===== src/sv/tps_pkg.sv =====
// Shared types, constants and the logarithm table for the thin plate spline evaluator.
// Has no dependencies. Every other file of the block refers to it by scoped names.
`default_nettype none

package tps_pkg;

   // Sizes of the control point store and of the fixed-point format.
   localparam int MAX_POINTS        = 32;
   localparam int ADDR_W            = $clog2(MAX_POINTS);
   localparam int CNT_W             = 6;
   localparam int FRAC_BITS         = 16;
   localparam int LOG_TABLE_ENTRIES = 256;
   localparam int LOG_IDX_W         = $clog2(LOG_TABLE_ENTRIES);
   localparam int COORD_W           = 18;
   localparam int COEF_W            = 24;
   localparam int DIFF_W            = COORD_W + 1;
   localparam int D_W               = 2 * COORD_W + 2;
   localparam int NORM_W            = 40;
   localparam int LG_W              = 37;
   localparam int LN_W              = 24;
   localparam int MAG_W             = 26;
   localparam int U_W               = MAG_W + 1;
   localparam int ACC_W             = 48;
   localparam int OUT_W             = 32;
   localparam int STEP_W            = 4;

   // ln(2) in Q.24.
   localparam logic [COEF_W-1:0] LN2_Q24 = 24'd11629080;

   // Sequencer steps of one control point.
   localparam logic [STEP_W-1:0] STEP_U0   = 4'd8;
   localparam logic [STEP_W-1:0] STEP_LAST = 4'd9;

   // Input item modes.
   localparam logic MODE_LOAD = 1'b0;
   localparam logic MODE_EVAL = 1'b1;

   // Configuration register indexes.
   localparam logic [2:0] REG_OFFSET  = 3'd0;
   localparam logic [2:0] REG_GAIN_X  = 3'd1;
   localparam logic [2:0] REG_GAIN_Y  = 3'd2;
   localparam logic [2:0] REG_POINTS  = 3'd3;
   localparam logic [2:0] REG_REDUCED = 3'd4;

   typedef enum logic [2:0] {
      ST_IDLE,
      ST_AFF_MUL,
      ST_AFF_SUM,
      ST_POINT,
      ST_FINISH
   } state_type;

   // Commands from the controller to the datapath.
   typedef struct packed {
      logic              take;
      logic              mem_wr;
      logic [ADDR_W-1:0] rd_addr;
      logic              acc_init;
      logic              u0_load;
      logic              acc_add;
      logic              out_load;
   } cmd_type;

   // Status from the datapath to the controller.
   typedef struct packed {
      logic out_free;
   } status_type;

   typedef logic [29:0] log_tab_type [LOG_TABLE_ENTRIES];

   // log2(1 + k/LOG_TABLE_ENTRIES) in Q.30, bit by bit through repeated squaring.
   function automatic log_tab_type build_log_tab();
      log_tab_type t;
      logic [63:0] x;
      logic [29:0] r;
      int          k;
      int          b;
      for (k = 0; k < LOG_TABLE_ENTRIES; k++) begin
         x = ((64'(LOG_TABLE_ENTRIES) + 64'(k)) << 30) / 64'(LOG_TABLE_ENTRIES);
         r = '0;
         for (b = 30; b > 0; b--) begin
            x = (x * x) >> 30;
            if (x >= (64'd2 << 30)) begin
               r[b-1] = 1'b1;
               x = x >> 1;
            end
         end
         t[k] = r;
      end
      return t;
   endfunction

   localparam log_tab_type LOG_TAB = build_log_tab();

endpackage

`default_nettype wire


===== src/sv/tps_ctrl.sv =====
// Controller of the thin plate spline evaluator: sequences the affine part and each control point.
// Depends on tps_pkg; drives tps_datapath through a command struct.
`default_nettype none

module tps_ctrl (
   input  wire logic                        clock,
   input  wire logic                        reset,
   input  wire logic                        req_valid,
   input  wire logic                        req_mode,
   output logic                             req_stall,
   input  wire logic [tps_pkg::CNT_W-1:0]   cfg_points,
   input  wire logic                        cfg_reduced,
   input  wire tps_pkg::status_type         status,
   output tps_pkg::cmd_type                 cmd
);

   tps_pkg::state_type               state_ff, state_in;
   logic [tps_pkg::ADDR_W-1:0]       k_ff, k_in;
   logic [tps_pkg::ADDR_W-1:0]       last_ff, last_in;
   logic [tps_pkg::STEP_W-1:0]       step_ff, step_in;
   logic                             red_ff, red_in;
   logic [tps_pkg::CNT_W-1:0]        n;
   logic                             has_points;

   // Points summed, capped at the store depth.
   always_comb begin
      n = (cfg_points > tps_pkg::CNT_W'(tps_pkg::MAX_POINTS))
        ? tps_pkg::CNT_W'(tps_pkg::MAX_POINTS) : cfg_points;
      has_points = cfg_reduced ? (n > tps_pkg::CNT_W'(1)) : (n != '0);
   end

   always_ff @(posedge clock) begin
      if (reset) begin
         state_ff <= tps_pkg::ST_IDLE;
         k_ff     <= '0;
         last_ff  <= '0;
         step_ff  <= '0;
         red_ff   <= 1'b0;
      end else begin
         state_ff <= state_in;
         k_ff     <= k_in;
         last_ff  <= last_in;
         step_ff  <= step_in;
         red_ff   <= red_in;
      end
   end

   // Next state and commands.
   always_comb begin
      state_in  = state_ff;
      k_in      = k_ff;
      last_in   = last_ff;
      step_in   = step_ff;
      red_in    = red_ff;
      req_stall = (state_ff != tps_pkg::ST_IDLE);
      cmd       = '0;
      cmd.rd_addr = k_ff;
      case (state_ff)
         tps_pkg::ST_IDLE: begin
            if (req_valid) begin
               if (req_mode == tps_pkg::MODE_LOAD) begin
                  cmd.mem_wr = 1'b1;
               end else begin
                  cmd.take = 1'b1;
                  state_in = tps_pkg::ST_AFF_MUL;
               end
            end
         end
         tps_pkg::ST_AFF_MUL: begin
            state_in = tps_pkg::ST_AFF_SUM;
         end
         tps_pkg::ST_AFF_SUM: begin
            cmd.acc_init = 1'b1;
            k_in         = '0;
            step_in      = '0;
            red_in       = cfg_reduced;
            last_in      = tps_pkg::ADDR_W'(n - tps_pkg::CNT_W'(1));
            state_in     = has_points ? tps_pkg::ST_POINT : tps_pkg::ST_FINISH;
         end
         tps_pkg::ST_POINT: begin
            cmd.u0_load = (step_ff == tps_pkg::STEP_U0) && red_ff && (k_ff == '0);
            if (step_ff == tps_pkg::STEP_LAST) begin
               cmd.acc_add = !(red_ff && (k_ff == '0));
               step_in     = '0;
               if (k_ff == last_ff) begin
                  state_in = tps_pkg::ST_FINISH;
               end else begin
                  k_in = k_ff + 1'b1;
               end
            end else begin
               step_in = step_ff + 1'b1;
            end
         end
         tps_pkg::ST_FINISH: begin
            if (status.out_free) begin
               cmd.out_load = 1'b1;
               state_in     = tps_pkg::ST_IDLE;
            end
         end
         default: begin
            state_in = tps_pkg::ST_IDLE;
         end
      endcase
   end

endmodule

`default_nettype wire


===== config.mk =====
export PLATFORM = sky130hd
export DESIGN_NAME = tps_ctrl
export DESIGN_NICKNAME = d
export VERILOG_FILES = /design/src/sv/tps_pkg.sv /design/src/sv/tps_ctrl.sv
export SDC_FILE = /design/constraint.sdc
export NUM_CORES = 1
export LEC_CHECK = 0
export BUFFER_PORTS_ARGS = -buffer_cell sky130_fd_sc_hd__clkbuf_2
export CAP_MARGIN = 20
export CORE_MARGIN = 4
export CORE_UTILIZATION = 60
export CTS_BUF_LIST = sky130_fd_sc_hd__clkbuf_4 sky130_fd_sc_hd__clkbuf_8
export DETAILED_ROUTE_END_ITERATION = 7
export HOLD_SLACK_MARGIN = 0.05
export PLACE_DENSITY_LB_ADDON = 0.08
export SYNTH_ARGS = -nofsm -noshare
export SYNTH_HDL_FRONTEND = slang
export SYNTH_SLANG_ARGS = --single-unit

===== constraint.sdc =====
create_clock -name clock -period 2.55 [get_ports clock]
set_clock_uncertainty 0.05 [all_clocks]
set_input_delay 0.51 -clock clock [delete_from_list [all_inputs] [get_ports clock]]
set_output_delay 0.51 -clock clock [all_outputs]
set_load 0.1 [all_outputs]

==> results of run 1 <==
-- worst reg2reg max path, delay by kind of cell (launching register included) --
family / cells / cell delay [ns]
compound gates: 1 / 0.17
flops: 1 / 0.55
simple gates: 2 / 0.99
-- per-stage QoR --
step	cells	TNS, ns
after floorplan	150	-0.440
after global placement	193	0
after detailed placement	193	0
after CTS	197	0
after global routing	197	0
final	197	0
-- layer usage --
metal / track usage [%] / share of wire (%) / vias up
li1: - / - / 587
met1: 25.0 / 44 / 538
met2: 39.5 / 49 / 36
met3: 2.87 / 5.1 / 8
met4: 7.86 / 2.2 / 0
met5: 0 / 0 / -
-- registers in the layout, indices dropped and copies added (netlist names) --
signal and flops:
k_ff 5, last_ff 5, step_ff 4, state_ff 3, red_ff 1
-- path summary, 6_finish.rpt --
check,end,slack (ns),depth (start not counted),startpoint
max,cmd[2],0.13,3,state_ff[0]$_SDFFE_PP0P_
min,red_ff$_SDFFE_PP0P_,0.41,3,cfg_reduced
max reg2reg,k_ff[3]$_SDFFE_PP0P_,0.72,3,state_ff[0]$_SDFFE_PP0P_
min reg2reg,red_ff$_SDFFE_PP0P_,0.45,2,red_ff$_SDFFE_PP0P_
-- cell families (layout without fill, tap and decap cells) --
kind of cell	count (synthesis)	in the layout	synth area share [%]
AOI/OAI and AO/OA	38	38	20.5
xor gates and xnor gates	7	7	5.31
adders and majority gates	4	4	4.33
buffers and inverters	14	36	5.42
DFF	18	18	31.2
muxes	1	1	0.867
and+or+nand+nor	68	68	32.4
-- cell usage after synthesis (all sizes together) --
| cell type | instances |
|---|---|
| and2 | 2 |
| nand4 | 1 |
| nor2 | 13 |
| nor3b | 2 |
| inv | 5 |
| o21a | 1 |
| nand3 | 5 |
| a211oi | 2 |
| or3 | 3 |
| o41ai | 1 |
| and3b | 1 |
| a32o | 1 |
| nand2 | 18 |
| ha | 4 |
| nand2b | 3 |
| a22o | 1 |
| or4b | 1 |
| and4 | 1 |
| nand3b | 2 |
| nor2b | 3 |
| nor4bb | 1 |
| nor4 | 2 |
| nor3 | 7 |
| xnor2 | 7 |
| or4 | 1 |
| dfxtp | 18 |
| clkbuf | 5 |
| o21ai | 11 |
| a21oi | 10 |
| a31oi | 5 |
| or3b | 1 |
| o211ai | 3 |
| buf | 4 |
| a311oi | 1 |
| a21o | 1 |
| a22oi | 1 |
| and4bb | 1 |
| mux2i | 1 |
-- final cells by class --
type                    count  area [um^2]
multi-input cells         118          782
flip-flops and latches     18          367
fillers                   128          358
repair buffers             27          190
clock buffers               4         36.3
well taps                  25         31.3
inverters                   5         18.8
-- power by group --
part           leakage, nW  total [mW]  internal [mW]  switching, mW
Clock               0.0210       0.174         0.0871         0.0871
Sequential           0.148       0.305          0.292         0.0138
Combinational        0.364       0.175         0.0570          0.118
Total                0.534       0.655          0.436          0.219
==> impl_metrics.tcl, run 1 <==
set metrics [dict create \
    synthesis.nets 166 \
    crit_type "register to output port" \
    place_hpwl_um 1990 \
    crit_path_start_kind "register" \
    leakagePower_nw 0.534 \
    netlist.area_leader.share_pct 31.2 \
    tightest_slew_ns 0.541 \
    rsz0062_at_grt "false" \
    cap_viol_max_count 0 \
    clkSinkCount 18 \
    firstDrtPassIters 4 \
    start_util_pct 64.8 \
    post_dp_cell_area_um2 1390 \
    dr_total_vias 1169 \
    wl_per_cell_um 13.1 \
    fin_area_um2 1430 \
    coreArea_um2 1780 \
    cts_setup_buffers 0 \
    fin_ws_ns 0.127 \
    grt_pass1_vias 1067 \
    yosysUniqueCellTypes 44 \
    crit_required_ns 1.99 \
    fin_crit_ns 2.42 \
    overflow 0 \
    fmax_mhz 413 \
    drv_slew 0 \
    finalPower_uw 655 \
    worst_hold_path_type "input pin to register" \
    syn_area_per_cell_um2 7.70 \
    ys_warn_count 0 \
    clock_path_buffers 2 \
    antenna_found_initial 0 \
    antenna_left 0 \
    clk_latency_ns 0.29 \
    antenna_cells 0 \
    grt_pass1_wl_um 4470 \
    synth_largest_area_cell "dfxtp_1" \
    seq_area_frac_synth_pct 31.2 \
    wirelength_um 2590 \
    whs_ns 0.409 \
    cp_slowest_cell "dfxtp_1" \
    mostFrequentLayoutCells "clkbuf_2 (20), nand2_1 (17), dfxtp_1 (13), nor2_1 (12)" \
    maxSlewHeadroom_pct 64.1 \
    status "completed" \
    cpPeakStageDelay_ns 0.55 \
    final_core_util_pct 79.9 \
    cts-root-buf "clkbuf_4" \
    area_delta_synth_final_pct 23.4 \
    grt_max_degree 20 \
    crit_buf_inv 1 \
    final_nets 189 \
    hold_viol_final 0 \
    htree_levels 1 \
    syn-cell-area_um2 1150 \
    dp_slack_ns 0.378 \
    grt_usage_pct 21.6 \
    p_per_area_nw_per_um2 459 \
    first_iter_violations 24 \
    cp_cell_sequence "nand3b_1 > nor4bb_4 > buf_12" \
    setup_viol_count_final 0 \
    postSynthCellCount 150 \
    crit_arrival_ns 1.86 \
    die_w_um 51.9 \
    end_kind "output port" \
    synthTopCellsByArea "dfxtp_1 (31%), nand2_1 (5.5%), xnor2_1 (5.3%)" \
    post_cts_resize_count 0 \
    path_delay_family "simple AND/OR/NAND/NOR gates" \
    drc 0 \
    clk_pin_slew_ns 0.10 \
    numCtsBuffers 3 \
    die-area_um2 2690 \
    gp_congestion 0.871 \
    viasPerCell 5.93 \
    ios 24 \
    placementRows 15 \
    cts_hold_buf 0 \
    fp.dieH_um 51.9 \
    synth-seq-cells 18 \
    period_share_pct 95.0 \
    final_common_cell "clkbuf_2" \
    io_buffers 23 \
    vdd_drop_max_v 0.000564 \
    crit_fanout 9 \
    drive_gt1_share_pct 28.5 \
    tritoncts "done" \
]
No activity file was read; power rests on OpenSTA's default activity.
==> run 2: changes to the inputs <==
--- a/config.mk
+++ b/config.mk
@@ -7,11 +7,11 @@
 export LEC_CHECK = 0
 export BUFFER_PORTS_ARGS = -buffer_cell sky130_fd_sc_hd__clkbuf_2
 export CAP_MARGIN = 20
-export CORE_MARGIN = 4
 export CORE_UTILIZATION = 60
 export CTS_BUF_LIST = sky130_fd_sc_hd__clkbuf_4 sky130_fd_sc_hd__clkbuf_8
 export DETAILED_ROUTE_END_ITERATION = 7
 export HOLD_SLACK_MARGIN = 0.05
+export MAX_ROUTING_LAYER = met4
 export PLACE_DENSITY_LB_ADDON = 0.08
 export SYNTH_ARGS = -nofsm -noshare
 export SYNTH_HDL_FRONTEND = slang
==> constraint.sdc (replaced) <==
create_clock -name clock -period 2.55 [get_ports clock]
set_clock_uncertainty 0.05 [all_clocks]
set_input_delay 0.1275 -clock clock [delete_from_list [all_inputs] [get_ports clock]]
set_output_delay 0.1275 -clock clock [all_outputs]
set_load 0.1 [all_outputs]
==> impl_metrics.tcl, run 2 (synthesis results as in run 1) <==
set metrics [dict create \
    crit_path_start_kind "register" \
    end_kind "output port" \
    numCtsBuffers 3 \
    first_iter_violations 21 \
    start_util_pct 65.5 \
    switching_share_pct 35.1 \
    hold_viol_final 0 \
    clkSinkCount 18 \
    dp_slack_ns 0.373 \
    cap_viol_max_count 0 \
    overflow 0 \
    period_share_pct 89.5 \
    setup_viol_count_final 0 \
    die_w_um 45.9 \
    combPwrFrac_pct 28.0 \
    antenna_left 0 \
    grt_pass1_wl_um 4040 \
    wl_per_cell_um 12.6 \
    io_buffers 23 \
    drc 0 \
    viasPerCell 5.70 \
    status "completed" \
    ios 24 \
    post_dp_cell_area_um2 1330 \
    crit_arrival_ns 2.10 \
    crit_fanout 8 \
    p_per_area_nw_per_um2 448 \
    fin_area_um2 1370 \
    place_hpwl_um 1800 \
    rsz0062_at_grt "false" \
    switchingPower_uw 215 \
    mostFrequentLayoutCells "clkbuf_2 (23), dfxtp_1 (18), nand2_1 (17), nor2_1 (12)" \
    fp.dieH_um 45.9 \
    fin_ws_ns 0.268 \
    worst_hold_path_type "input pin to register" \
    grt_max_degree 20 \
    crit_type "register to output port" \
    grt_pass1_vias 994 \
    crit_required_ns 2.37 \
    drv_slew 0 \
    cts-root-buf "clkbuf_4" \
    final_nets 189 \
    cts_setup_buffers 0 \
    placementRows 15 \
    wirelength_um 2460 \
    leakagePower_nw 0.511 \
    gp_congestion 0.922 \
    tightest_slew_ns 0.549 \
    htree_levels 1 \
    grt_usage_pct 27.5 \
    final_common_cell "clkbuf_2" \
    antenna_cells 0 \
    dr_total_vias 1118 \
    fin_crit_ns 2.28 \
    final_core_util_pct 77.6 \
    drive_gt1_share_pct 24.6 \
    p_seq_share_pct 49.6 \
    clk_pin_slew_ns 0.09 \
    biggestRegsByFlops "k_ff x5, last_ff x5, step_ff x4" \
    coreArea_um2 1760 \
    fmax_mhz 438 \
    antenna_found_initial 0 \
    clock_power_share_pct 22.4 \
    p_int_uw 398 \
    die-area_um2 2100 \
    clock_path_buffers 2 \
    clk_latency_ns 0.29 \
    firstDrtPassIters 4 \
    maxSlewHeadroom_pct 63.6 \
    area_delta_synth_final_pct 18.5 \
    tritoncts "done" \
    vdd_drop_max_v 0.000330 \
]
[run 2: path summary, 6_finish.rpt]
path,slack (ns),from,to,depth (start not counted)
hold / removal,0.15,cfg_points[3],last_ff[3]$_SDFFE_PP0P_,3
setup / recovery,0.27,k_ff[0]$_SDFFE_PP0P_,cmd[2],6
hold reg to reg,0.44,red_ff$_SDFFE_PP0P_,red_ff$_SDFFE_PP0P_,2
setup reg to reg,0.74,step_ff[3]$_SDFFE_PP0P_,state_ff[2]$_SDFFE_PP0P_,5
[run 2: power by group through the flow]
stage | Clock [mW] | Combinational (mW) | Sequential, mW
CTS | 0.142 | 0.172 | 0.303
detailed placement | 0 | 0.170 | 0.310
floorplan | 0 | 0.138 | 0.305
global placement | 0 | 0.167 | 0.309
global route | 0.154 | 0.185 | 0.305
finish | 0.137 | 0.172 | 0.304
[run 2: layout make-up]
cell class	count	area [um^2]
Sequential cell	18	360
Fill cell	153	395
Clock buffer	3	22.5
Tap cell	25	31.3
Timing Repair Buffer	27	148
Multi-Input combinational cell	118	788
Inverter	5	18.8
[run 2: metal layers]
layer	track usage, %	up-vias	routed length [um]
met5	-	-	0
met3	4.37	2	81
met4	13.5	0	19
met1	31.4	502	1120
li1	-	584	-
met2	45.9	30	1230
[run 2: what timing repair did]
action | in CTS | in global routing
hold buffers | 1 | 0
gates resized for setup | 0 | 1
endpoints found under the setup margin | 0 | 1
endpoints found under the hold margin | 1 | 0
[run 2: stage by stage]
stage / total power [mW] / setup TNS [ns] / std cells / hold WS, ns
6_report: 0.613 / 0 / 196 / 0.153
5_1_grt: 0.645 / 0 / 196 / 0.147
4_1_cts: 0.617 / 0 / 196 / 0.145
3_5_place_dp: 0.479 / 0 / 192 / 0.331
3_3_place_gp: 0.476 / 0 / 192 / 0.325
2_1_floorplan: 0.443 / -0.312 / 150 / 0.214
[run 2: critical path: stages (launching register included)]
cell,delay [ns]
dfxtp_1,0.39
inv_1,0.09
ha_1,0.14
nand2_1,0.07
nor4_2,0.30
nor4bb_4,0.34
clkbuf_2,0.49
==> run 3: changes to the inputs <==
--- a/config.mk
+++ b/config.mk
@@ -5,10 +5,11 @@
 export SDC_FILE = /design/constraint.sdc
 export NUM_CORES = 1
 export LEC_CHECK = 0
+export ABC_AREA = 1
 export BUFFER_PORTS_ARGS = -buffer_cell sky130_fd_sc_hd__clkbuf_2
 export CAP_MARGIN = 20
 export CORE_UTILIZATION = 60
-export CTS_BUF_LIST = sky130_fd_sc_hd__clkbuf_4 sky130_fd_sc_hd__clkbuf_8
+export CTS_BUF_LIST = sky130_fd_sc_hd__clkbuf_8
 export DETAILED_ROUTE_END_ITERATION = 7
 export HOLD_SLACK_MARGIN = 0.05
 export MAX_ROUTING_LAYER = met4
==> impl_metrics.tcl, run 3 <==
set metrics [dict create \
    status "completed" \
    fin_cells 234 \
    worst_hold_path_type "input pin to register" \
    netlist.area_leader.share_pct 29.4 \
    clk_latency_ns 0.26 \
    crit_type "register to output port" \
    fmax_mhz 515 \
    placementRows 15 \
    dr_total_vias 1260 \
    synth-edff-count 0 \
    die-area_um2 2220 \
    post_dp_cell_area_um2 1370 \
    cts_hold_buf 0 \
    drive_gt1_share_pct 23.9 \
    combPwrFrac_pct 53.2 \
    die_w_um 47.2 \
    dp.cells 230 \
    cp_slowest_cell "clkbuf_2" \
    cts-root-buf "clkbuf_8" \
    vdd_drop_max_v 0.00145 \
    fin_crit_ns 1.94 \
    seq_area_frac_synth_pct 29.4 \
    setup_tns_ns 0 \
    clkSinkCount 18 \
    p_per_area_nw_per_um2 915 \
    start_util_pct 67.2 \
    final_nets 226 \
    crit_path_start_kind "register" \
    cpPeakStageDelay_ns 0.47 \
    grt_util_met3_pct 4.23 \
    grt_pass1_wl_um 4220 \
    synth_largest_area_cell "dfxtp_1" \
    biggestRegsByFlops "k_ff x5, last_ff x5, step_ff x4" \
    hold_viol_final 0 \
    syn-cell-area_um2 1220 \
    ys_warn_count 0 \
    leakagePower_nw 0.725 \
    wirelength_um 2670 \
    tritoncts "done" \
    yosysMostFrequentCell "nand2_1" \
    clock_path_buffers 2 \
    post_cts_resize_count 0 \
    switching_share_pct 52.0 \
    grt_usage_pct 27.3 \
    antenna_left 0 \
    htree_levels 1 \
    clock_power_share_pct 18.1 \
    firstDrtPassIters 4 \
    first_iter_violations 21 \
    maxSlewHeadroom_pct 63.6 \
    io_buffers 23 \
    synthFlopType "dfxtp_1" \
    drc 0 \
    tightest_slew_ns 0.548 \
    viasPerCell 5.38 \
    antenna_cells 0 \
    drv_slew 0 \
    end_kind "output port" \
    setup_viol_count_final 0 \
    area_delta_synth_final_pct 16.5 \
    switchingPower_uw 678 \
    numCtsBuffers 3 \
    mostFrequentLayoutCells "nand2_1 (43), inv_1 (23), clkbuf_2 (23), nor2_1 (18), dfxtp_1 (18)" \
    syn_area_per_cell_um2 6.65 \
    place_hpwl_um 1990 \
    p_int_uw 626 \
    p_seq_share_pct 28.7 \
    period_share_pct 76.1 \
    async_flop_share_pct 0 \
    grt.busiest_layer "met2" \
    crit_arrival_ns 1.76 \
    ios 24 \
    crit_fanout 7 \
    fp.dieH_um 47.2 \
    postSynthCellCount 184 \
    yosys-top-cells-count "nand2_1 (43), inv_1 (23), dfxtp_1 (18), nor2_1 (18), nand3_1 (15)" \
    coreArea_um2 1820 \
    synthesis.nets 200 \
    gr-usage-met1_pct 34.5 \
    synthTopCellsByArea "dfxtp_1 (29%), nand2_1 (13%), inv_1 (7.1%)" \
    grt_max_degree 11 \
    clk_pin_slew_ns 0.07 \
    met2_usage_pct 43.6 \
    cts_setup_buffers 0 \
    crit_required_ns 2.37 \
    grt_pass1_vias 1046 \
    yosysUniqueCellTypes 29 \
    antenna_found_initial 0 \
    finalPower_mw 1.30 \
    gp_congestion 0.879 \
    rsz0062_at_grt "false" \
    cp_cell_sequence "inv_2 > nor2_8 > inv_1 > nor3b_2 > clkbuf_2" \
    cap_viol_max_count 0 \
    final_common_cell "nand2_1" \
    wl_per_cell_um 11.4 \
    overflow 0 \
    fin_area_um2 1430 \
    synth-seq-cells 18 \
]
-- run 3: cell count changes after synthesis, sizes merged, moves of 5 or more --
cell | before | now
nor3 | 7 | 2
nand2 | 18 | 47
inv | 5 | 30
clkbuf | 5 | 0
nor2 | 13 | 24
nand3 | 5 | 17
xnor2 | 7 | 2
-- run 3: per-layer routing --
metal	wire [um]	share of wire, %
met1	1210	45
met5	0	0
met4	42	1.6
met3	133	5.0
met2	1280	48
-- run 3: power groups by stage --
stage	registers, mW	clock network, mW	logic, mW
2_1_floorplan	0.371	0	0.588
3_3_place_gp	0.378	0	0.676
3_5_place_dp	0.379	0	0.690
5_1_grt	0.380	0.245	0.749
4_1_cts	0.374	0.237	0.696
6_report	0.374	0.236	0.694
-- run 3: worst max-delay path, delay by kind of cell (launching register included) --
| family | cells | cell delay [ns] |
|---|---|---|
| DFF | 1 | 0.45 |
| buffers and inverters | 3 | 0.73 |
| and+or+nand+nor | 2 | 0.33 |
-- run 3: path summary, 6_finish.rpt --
kind                                  from                       end  slack [ns]  cells past startpoint
hold reg to reg        red_ff$_SDFFE_PP0P_       red_ff$_SDFFE_PP0P_        0.43                      2
setup / recovery  state_ff[0]$_SDFFE_PP0P_                    cmd[1]        0.61                      5
setup reg to reg      k_ff[2]$_SDFFE_PP0P_  state_ff[2]$_SDFFE_PP0P_        1.09                      9
hold / removal                 cfg_reduced       red_ff$_SDFFE_PP0P_        0.08                      3
-- run 3: kinds of logic after synthesis --
group                    Yosys count  share of synthesized area, %
flip-flops                        18                          29.4
buffers and inverters             33                          10.8
XOR/XNOR                           5                          3.58
AND/OR/NAND/NOR                   98                          40.9
adder cells (fa/ha/maj)            4                          4.09
AO/OA/AOI/OAI                     26                          11.1
-- run 3: final cells by class --
| class | count | area, um^2 |
|---|---|---|
| fillers | 161 | 395 |
| repair buffers | 23 | 115 |
| inverters | 31 | 116 |
| multi-input cells | 133 | 747 |
| flip-flops and latches | 18 | 360 |
| clock buffers | 4 | 55.1 |
| well taps | 25 | 31.3 |
-- run 3: through the flow --
stage	utilization (%)	hold slack, ns	setup WS, ns
after detailed placement	75.3	0.360	0.784
after global placement	75.3	0.352	0.861
final	78.3	0.0849	0.609
after CTS	78.3	0.0876	0.611
after floorplan	-	0.227	-0.358
after global routing	78.3	0.0902	0.493
